==> src/design/rhav_pkg.sv <==
// Package for the approximate RGB to HSV converter.
// Holds the shared constants, the sideband item type and the divider step.
// Depends on nothing.
`default_nettype none

package rhav_pkg;

   localparam int unsigned COMP_W = 8;
   localparam int unsigned NUM_W = 2 * COMP_W;

   localparam logic [NUM_W-1:0]  HUE_STEP = 16'd43;
   localparam logic [NUM_W-1:0]  FULL_SCALE = 16'd255;
   localparam logic [COMP_W-1:0] HUE_BASE_RED = 8'd0;
   localparam logic [COMP_W-1:0] HUE_BASE_GREEN = 8'd85;
   localparam logic [COMP_W-1:0] HUE_BASE_BLUE = 8'd171;

   // Quotient bits resolved in each divider stage.
   localparam int unsigned STEPS_PER_STAGE = 2;
   localparam int unsigned DIV_STAGES = COMP_W / STEPS_PER_STAGE;
   // Two front-end stages, the divider stages and the output register.
   localparam int unsigned PIPE_DEPTH = DIV_STAGES + 3;

   typedef struct packed {
      logic [COMP_W-1:0] bright;
      logic [COMP_W-1:0] base;
      logic              neg;
      logic              zero;
   } rhav_side_type;

   // One restoring division step. The word holds the partial remainder in
   // its upper half and the unshifted numerator bits, then the quotient
   // bits, in its lower half.
   function automatic logic [NUM_W-1:0] div_step(input logic [NUM_W-1:0] w,
                                                 input logic [COMP_W-1:0] d);
      logic [COMP_W:0] trial;
      logic [COMP_W:0] diff;
      trial = w[NUM_W-1:COMP_W-1];
      diff = trial - {1'b0, d};
      if (trial >= {1'b0, d}) begin
         div_step = {diff[COMP_W-1:0], w[COMP_W-2:0], 1'b1};
      end else begin
         div_step = {trial[COMP_W-1:0], w[COMP_W-2:0], 1'b0};
      end
   endfunction

endpackage

`default_nettype wire

==> src/design/rhav_prep.sv <==
// Front end of the converter: max/min search, hue sector choice and the two
// division numerators, over two register stages. Uses rhav_pkg.
`default_nettype none

module rhav_prep (
   input  wire logic                         clock,
   input  wire logic [1:0]                   en,
   input  wire logic [rhav_pkg::COMP_W-1:0]  red,
   input  wire logic [rhav_pkg::COMP_W-1:0]  green,
   input  wire logic [rhav_pkg::COMP_W-1:0]  blue,
   output logic      [rhav_pkg::NUM_W-1:0]   sat_num,
   output logic      [rhav_pkg::COMP_W-1:0]  sat_den,
   output logic      [rhav_pkg::NUM_W-1:0]   hue_num,
   output logic      [rhav_pkg::COMP_W-1:0]  hue_den,
   output rhav_pkg::rhav_side_type           side
);

   logic [rhav_pkg::COMP_W-1:0] mx, mn, pa, pb, base;
   logic [rhav_pkg::COMP_W:0]   diff;

   logic [rhav_pkg::COMP_W-1:0] bright_ff, delta_ff, mag_ff, base_ff;
   logic                        neg_ff;

   logic [rhav_pkg::NUM_W-1:0]  sat_num_ff, hue_num_ff;
   logic [rhav_pkg::COMP_W-1:0] sat_den_ff, hue_den_ff;
   rhav_pkg::rhav_side_type     side_ff, side_in;

   // Red wins ties, then green. The two other components give the hue offset.
   always_comb begin
      if (red >= green && red >= blue) begin
         mx = red;
         pa = green;
         pb = blue;
         base = rhav_pkg::HUE_BASE_RED;
      end else if (green >= blue) begin
         mx = green;
         pa = blue;
         pb = red;
         base = rhav_pkg::HUE_BASE_GREEN;
      end else begin
         mx = blue;
         pa = red;
         pb = green;
         base = rhav_pkg::HUE_BASE_BLUE;
      end
      mn = red;
      if (green < mn) begin
         mn = green;
      end
      if (blue < mn) begin
         mn = blue;
      end
      diff = {1'b0, pa} - {1'b0, pb};
   end

   always_ff @(posedge clock) begin
      if (en[0]) begin
         bright_ff <= mx;
         delta_ff <= mx - mn;
         neg_ff <= diff[rhav_pkg::COMP_W];
         mag_ff <= diff[rhav_pkg::COMP_W] ? (pb - pa) : diff[rhav_pkg::COMP_W-1:0];
         base_ff <= base;
      end
   end

   always_comb begin
      side_in.bright = bright_ff;
      side_in.base = base_ff;
      side_in.neg = neg_ff;
      // A zero delta covers both the grey and the black pixel.
      side_in.zero = (delta_ff == '0);
   end

   always_ff @(posedge clock) begin
      if (en[1]) begin
         sat_num_ff <= rhav_pkg::NUM_W'(rhav_pkg::NUM_W'(delta_ff) * rhav_pkg::FULL_SCALE);
         hue_num_ff <= rhav_pkg::NUM_W'(rhav_pkg::NUM_W'(mag_ff) * rhav_pkg::HUE_STEP);
         sat_den_ff <= bright_ff;
         hue_den_ff <= delta_ff;
         side_ff <= side_in;
      end
   end

   assign sat_num = sat_num_ff;
   assign sat_den = sat_den_ff;
   assign hue_num = hue_num_ff;
   assign hue_den = hue_den_ff;
   assign side = side_ff;

endmodule

`default_nettype wire

==> src/design/rhav_div.sv <==
// Pipelined restoring divider: 16-bit numerator by 8-bit divisor, 8-bit
// quotient, a fixed number of quotient bits per stage. Uses rhav_pkg.
`default_nettype none

module rhav_div (
   input  wire logic                               clock,
   input  wire logic [rhav_pkg::DIV_STAGES-1:0]    en,
   input  wire logic [rhav_pkg::NUM_W-1:0]         num,
   input  wire logic [rhav_pkg::COMP_W-1:0]        den,
   output logic      [rhav_pkg::COMP_W-1:0]        quot
);

   // For a nonzero den the numerator is below den * 256, so eight steps give the quotient.
   logic [rhav_pkg::NUM_W-1:0]  w_ff [rhav_pkg::DIV_STAGES];
   logic [rhav_pkg::COMP_W-1:0] d_ff [rhav_pkg::DIV_STAGES];

   for (genvar k = 0; k < rhav_pkg::DIV_STAGES; k++) begin : g_stage
      logic [rhav_pkg::NUM_W-1:0]  src_w;
      logic [rhav_pkg::COMP_W-1:0] src_d;
      logic [rhav_pkg::NUM_W-1:0]  w_in;

      if (k == 0) begin : g_first
         assign src_w = num;
         assign src_d = den;
      end else begin : g_next
         assign src_w = w_ff[k-1];
         assign src_d = d_ff[k-1];
      end

      always_comb begin
         w_in = src_w;
         for (int s = 0; s < rhav_pkg::STEPS_PER_STAGE; s++) begin
            w_in = rhav_pkg::div_step(w_in, src_d);
         end
      end

      always_ff @(posedge clock) begin
         if (en[k]) begin
            w_ff[k] <= w_in;
            d_ff[k] <= src_d;
         end
      end
   end

   assign quot = w_ff[rhav_pkg::DIV_STAGES-1][rhav_pkg::COMP_W-1:0];

endmodule

`default_nettype wire

==> src/design/rgb_to_hsv_approx_8bit_core.sv <==
// Top level of the approximate RGB to HSV converter.
// Uses rhav_pkg, rhav_prep and rhav_div.
//
// Converts one 8-bit RGB pixel per clock into an 8-bit HSV triple while the
// result side does not stall. Every stage takes a new item each cycle unless
// back-pressure holds its item; an item passes seven register stages: two
// front-end stages (max/min and the numerators), four divider stages
// resolving two quotient bits each for saturation and hue in parallel,
// and the output register. Each stage keeps its own valid bit, so
// a stalled result does not block the stages behind it until they fill.
// Brightness is the largest component, saturation is delta*255/brightness,
// and hue is the sector base 0, 85 or 171 plus the signed offset times 43
// over delta, truncated toward zero, modulo 256. Grey and black pixels give
// hue 0 and saturation 0. Red wins ties, then green.
`default_nettype none

module rgb_to_hsv_approx_8bit_core (
   input  wire logic        clock,
   input  wire logic        reset,
   input  wire logic        req_tvalid,
   output logic             req_tready,
   input  wire logic [23:0] req_tdata,   // red [7:0], green [15:8], blue [23:16]
   output logic             rsp_tvalid,
   input  wire logic        rsp_tready,
   output logic      [23:0] rsp_tdata    // hue [7:0], saturation [15:8], brightness [23:16]
);

   localparam int unsigned W = rhav_pkg::COMP_W;

   logic [rhav_pkg::PIPE_DEPTH-1:0] valid_ff;
   logic [rhav_pkg::PIPE_DEPTH-1:0] ready;

   logic [rhav_pkg::NUM_W-1:0] sat_num, hue_num;
   logic [W-1:0]               sat_den, hue_den, sat_q, hue_q, hue_in, sat_in;
   rhav_pkg::rhav_side_type    prep_side;
   rhav_pkg::rhav_side_type    side_ff [rhav_pkg::DIV_STAGES];

   logic [W-1:0] hue_ff, sat_ff, bright_ff;

   // A stage may load when it is empty or its item moves on in this cycle.
   always_comb begin
      ready[rhav_pkg::PIPE_DEPTH-1] = !valid_ff[rhav_pkg::PIPE_DEPTH-1] || rsp_tready;
      for (int k = rhav_pkg::PIPE_DEPTH - 2; k >= 0; k--) begin
         ready[k] = !valid_ff[k] || ready[k+1];
      end
   end

   always_ff @(posedge clock) begin
      if (reset) begin
         valid_ff <= '0;
      end else begin
         if (ready[0]) begin
            valid_ff[0] <= req_tvalid;
         end
         for (int k = 1; k < rhav_pkg::PIPE_DEPTH; k++) begin
            if (ready[k]) begin
               valid_ff[k] <= valid_ff[k-1];
            end
         end
      end
   end

   rhav_prep u_prep (
      .clock   (clock),
      .en      (ready[1:0]),
      .red     (req_tdata[W-1:0]),
      .green   (req_tdata[2*W-1:W]),
      .blue    (req_tdata[3*W-1:2*W]),
      .sat_num (sat_num),
      .sat_den (sat_den),
      .hue_num (hue_num),
      .hue_den (hue_den),
      .side    (prep_side)
   );

   rhav_div u_div_sat (
      .clock (clock),
      .en    (ready[rhav_pkg::DIV_STAGES+1:2]),
      .num   (sat_num),
      .den   (sat_den),
      .quot  (sat_q)
   );

   rhav_div u_div_hue (
      .clock (clock),
      .en    (ready[rhav_pkg::DIV_STAGES+1:2]),
      .num   (hue_num),
      .den   (hue_den),
      .quot  (hue_q)
   );

   // Sideband travels alongside the divider stages.
   always_ff @(posedge clock) begin
      if (ready[2]) begin
         side_ff[0] <= prep_side;
      end
      for (int k = 1; k < rhav_pkg::DIV_STAGES; k++) begin
         if (ready[k+2]) begin
            side_ff[k] <= side_ff[k-1];
         end
      end
   end

   always_comb begin
      if (side_ff[rhav_pkg::DIV_STAGES-1].zero) begin
         hue_in = '0;
         sat_in = '0;
      end else begin
         // Negative offsets are truncated toward zero, then wrap with the base.
         hue_in = side_ff[rhav_pkg::DIV_STAGES-1].neg
                  ? side_ff[rhav_pkg::DIV_STAGES-1].base - hue_q
                  : side_ff[rhav_pkg::DIV_STAGES-1].base + hue_q;
         sat_in = sat_q;
      end
   end

   always_ff @(posedge clock) begin
      if (ready[rhav_pkg::PIPE_DEPTH-1]) begin
         hue_ff <= hue_in;
         sat_ff <= sat_in;
         bright_ff <= side_ff[rhav_pkg::DIV_STAGES-1].bright;
      end
   end

   assign req_tready = ready[0];
   assign rsp_tvalid = valid_ff[rhav_pkg::PIPE_DEPTH-1];
   assign rsp_tdata = {bright_ff, sat_ff, hue_ff};

endmodule

`default_nettype wire

==> config.mk <==
export PLATFORM = sky130hd
export DESIGN_NAME = rgb_to_hsv_approx_8bit_core
export DESIGN_NICKNAME = d
export VERILOG_FILES = /design/src/design/rhav_pkg.sv /design/src/design/rhav_prep.sv /design/src/design/rhav_div.sv /design/src/design/rgb_to_hsv_approx_8bit_core.sv
export SDC_FILE = /design/constraint.sdc
export NUM_CORES = 1
export LEC_CHECK = 0
export BUFFER_PORTS_ARGS = -buffer_cell sky130_fd_sc_hd__clkbuf_2
export CAP_MARGIN = 20
export CORE_MARGIN = 1
export CORE_UTILIZATION = 35
export CTS_BUF_LIST = sky130_fd_sc_hd__clkbuf_16
export DETAILED_ROUTE_END_ITERATION = 8
export PLACE_DENSITY = 0.51
export SYNTH_ARGS = -nofsm -noshare
export SYNTH_HDL_FRONTEND = slang
export SYNTH_HIERARCHICAL = 1
export SYNTH_SLANG_ARGS = --single-unit
export TNS_END_PERCENT = 50
==> constraint.sdc <==
create_clock -name clock -period 6.6 [get_ports clock]
set_input_delay 0.99 -clock clock [delete_from_list [all_inputs] [get_ports clock]]
set_output_delay 0.99 -clock clock [all_outputs]
set_load 0.1 [all_outputs]
==> qor.log <==
INFO  run_status     status=finished clean
INFO  yosys          synth_ff_type=sky130_fd_sc_hd__edfxtp_1
INFO  drt            ant_nets=0
INFO  timing         timing.clock.skew=15.2ps
INFO  worst_setup_path setup.worst_path.start_class=register
INFO  worst_setup_path worstPathMaxFanout=8
INFO  layout         mostFrequentLayoutCells=334 x sky130_fd_sc_hd__edfxtp_1, 264 x sky130_fd_sc_hd__ha_1, 252 x sky130_fd_sc_hd__inv_1
INFO  clock_network  postCtsHoldBufs=0
INFO  drt            wirelength=45100µm
INFO  worst_setup_path timing.reg2reg.worst_path_depth=14
INFO  yosys          seq_total_area_yosys=44.9%
INFO  global_route   maximum_number_of_pins_on_one_net_before_global_route_repair=67
INFO  drt            drt_first_pass_iters=5
INFO  layout         share_of_post_route_cells_with_drive_strength_above_1=12.2%
INFO  layout         mostFrequentLayoutCell=sky130_fd_sc_hd__edfxtp_1
INFO  timing         timing_worst_slew_pin_value=1020ps
INFO  die            floorplan.die_area=65800µm²
INFO  yosys          yosys.cell_types.count=87
INFO  worst_setup_path arrival_time_at_the_worst_endpoint=5900ps
INFO  clock_network  tritoncts_buffers=38
INFO  global_route   antenna_found_initial=1
INFO  drt            routedWlPerCell=15.6µm
INFO  yosys          synth.ff_latch_count=341
INFO  die            floorplan.io_pins=54
INFO  timing         final_worst_path_period_need=5610ps
INFO  clock_network  post_cts_setup_buffer_count=0
INFO  clock_network  worst_skew_late_latency=550ps
INFO  min_path       hold_path_depth=0
INFO  timing         setup_viol=0
INFO  die            initial_standard_cell_utilization_of_the_core=35.7%
INFO  yosys          synth.yosys.warnings=6
INFO  yosys          fraction_of_synthesis_flops_using_an_asynchronous_set_or_reset_pin=0%
INFO  worst_setup_path worst-setup-path-type=reg -> reg
INFO  yosys          post_synth.cell_area_avg=11.7µm²
INFO  global_route   first_global_vias=14.4k
INFO  die            die_h=257µm
INFO  placed_design  finalWeightedCongestion=0.876
INFO  global_route   grt_first_pass_wirelength=74000µm
INFO  timing         final_min_period_over_clock_period=84.9%
INFO  timing         hold_viol_final=0
INFO  run            timing.max_cap.violations=0
INFO  placed_design  io_buffers=53
INFO  worst_setup_path cp_data_required_time=6900ps
INFO  die            die_w=257µm
INFO  drt            vias_per_instance=4.96
INFO  layout         num-nets-final=2357
INFO  drt            initial_drt_markers=561
INFO  clock_network  root_buffer=sky130_fd_sc_hd__clkbuf_16
INFO  placed_design  place.detailed.hpwl=35300µm
INFO  min_path       worstHoldPathType=reg -> reg
INFO  timing         slew_violations=0
INFO  layout         areaGrowthSynthToFinish=10.9%
INFO  drt            vias=14.3k
INFO  timing         unrepaired_setup_endpoints_after_global_routing=no
INFO  clock_network  cts.sinks=341
INFO  drt            residual_drc_count=0
INFO  clock_network  cts_repair_resize_count=0
INFO  clock_network  cts_tree=done
INFO  clock_network  max-clock-path-buffers=3
INFO  die            placeable_core_area=63500µm²
INFO  timing         max_freq=178MHz
INFO  worst_setup_path timing.critical_path.to_type=register
INFO  die            core.rowCount=92
INFO  yosys          synth_edf_count=334
INFO  yosys          syn_area=22700µm²
INFO  yosys          cells_after_synthesis=1940
INFO  timing         slew_margin_rel=31.3%
INFO  clock_network  htreeDepth=2
INFO  layout         antennaDiodeCount=0
INFO  timing         timing.setup.tns=0ps
INFO  global_route   grt-ovfl-total=0
INFO  global_route   grtUsageTotal=13.7%
INFO  clock_network  clk_transition_reported_paths=60ps
==> layer usage <==
metal,global-route usage [%],up-vias,share of wire [%]
met1,18.1,6836,47
met3,2.08,51,3.5
met2,23.5,210,47
met4,3.32,2,1.7
li1,-,7194,-
met5,0,-,0.029
==> cell families (layout without fill, tap and decap cells) <==
family | count (synthesis) | count (layout) | share of synthesized area, %
AO/OA/AOI/OAI | 441 | 441 | 13.5
XOR/XNOR | 89 | 89 | 3.50
multiplexers | 129 | 129 | 6.10
AND/OR/NAND/NOR | 332 | 332 | 7.32
other | 1 | 2 | 0.0165
buffers and inverters | 286 | 382 | 5.10
adder cells (fa/ha/maj) | 321 | 321 | 19.6
flip-flops | 341 | 341 | 44.9
==> sequential cells by signal (all words and copies together), names as in the netlist, 8 cells and up <==
name              flops
bright_ff             8
u_prep/delta_ff       8
u_div_sat/w_ff       56
u_div_sat/d_ff       24
u_div_hue/w_ff       56
u_prep/sat_num       16
u_prep/side          13
u_prep/bright_ff      8
u_prep/mag_ff         8
u_prep/hue_num       14
hue_ff                8
side_ff              72
u_div_hue/d_ff       24
sat_ff                8
==> layout make-up <==
cell class	instances	area (µm²)
Multi-Input combinational cell	1314	11400
Fill cell	6088	38400
Clock buffer	38	951
Clock inverter	31	293
Tap cell	846	1060
Sequential cell	341	10200
Inverter	250	938
Timing Repair Buffer	63	353
==> synth_stat cells, drive strengths merged (16+ instances only) <==
cell type | number | area share (%)
o21bai | 16 | 0.53
ha | 264 | 15
o21a | 36 | 1.2
xnor2 | 62 | 2.4
xor2 | 26 | 1.0
nand3 | 18 | 0.40
nand4 | 17 | 0.47
nand2 | 46 | 0.76
edfxtp | 334 | 44
o31a | 16 | 0.62
a21oi | 126 | 2.9
buf | 29 | 0.84
o21ai | 64 | 1.4
a21o | 70 | 2.3
nor2 | 127 | 2.1
mux2 | 74 | 3.7
fa | 57 | 5.0
nor3 | 26 | 0.60
nor2b | 36 | 1.1
mux2i | 55 | 2.4
a211oi | 27 | 1.2
inv | 250 | 4.1
==> metrics by stage <==
step	setup WS [ps]	hold WS (ps)	instances	util, %	cell area [µm²]
final	995	412	2883	39.6	25100
after global routing	681	421	2883	39.6	25100
after CTS	994	417	2883	39.6	25100
after detailed placement	725	405	2814	37.6	23900
after global placement	829	403	2814	37.6	23900
after floorplan	1120	400	1941	-	22700
==> worst max-delay path: stages (launching register included) <==
cell and delay, ps:
sky130_fd_sc_hd__edfxtp_1 560, sky130_fd_sc_hd__inv_1 120, sky130_fd_sc_hd__ha_1 350, sky130_fd_sc_hd__a21oi_1 330, sky130_fd_sc_hd__nor2b_1 90, sky130_fd_sc_hd__nor4_1 790, sky130_fd_sc_hd__a21o_1 430, sky130_fd_sc_hd__mux2_2 400
sky130_fd_sc_hd__ha_1 340, sky130_fd_sc_hd__a21o_1 170, sky130_fd_sc_hd__a21oi_1 160, sky130_fd_sc_hd__o21ai_0 180, sky130_fd_sc_hd__a31o_2 310, sky130_fd_sc_hd__a211oi_2 700, sky130_fd_sc_hd__mux2_2 420
==> worst paths after layout <==
kind,from,endpoint,slack (ps)
worst min register to register,side_ff[1][8],side_ff[2][8],410
worst min-delay path,side_ff[1][8],side_ff[2][8],410
worst max-delay path,u_prep/side[16],u_div_sat/w_ff[0][13],990
worst max register to register,u_prep/side[16],u_div_sat/w_ff[0][13],990
Power is not shown: default switching activity piles up to over one toggle a cycle in this logic, so the estimate is an artifact.
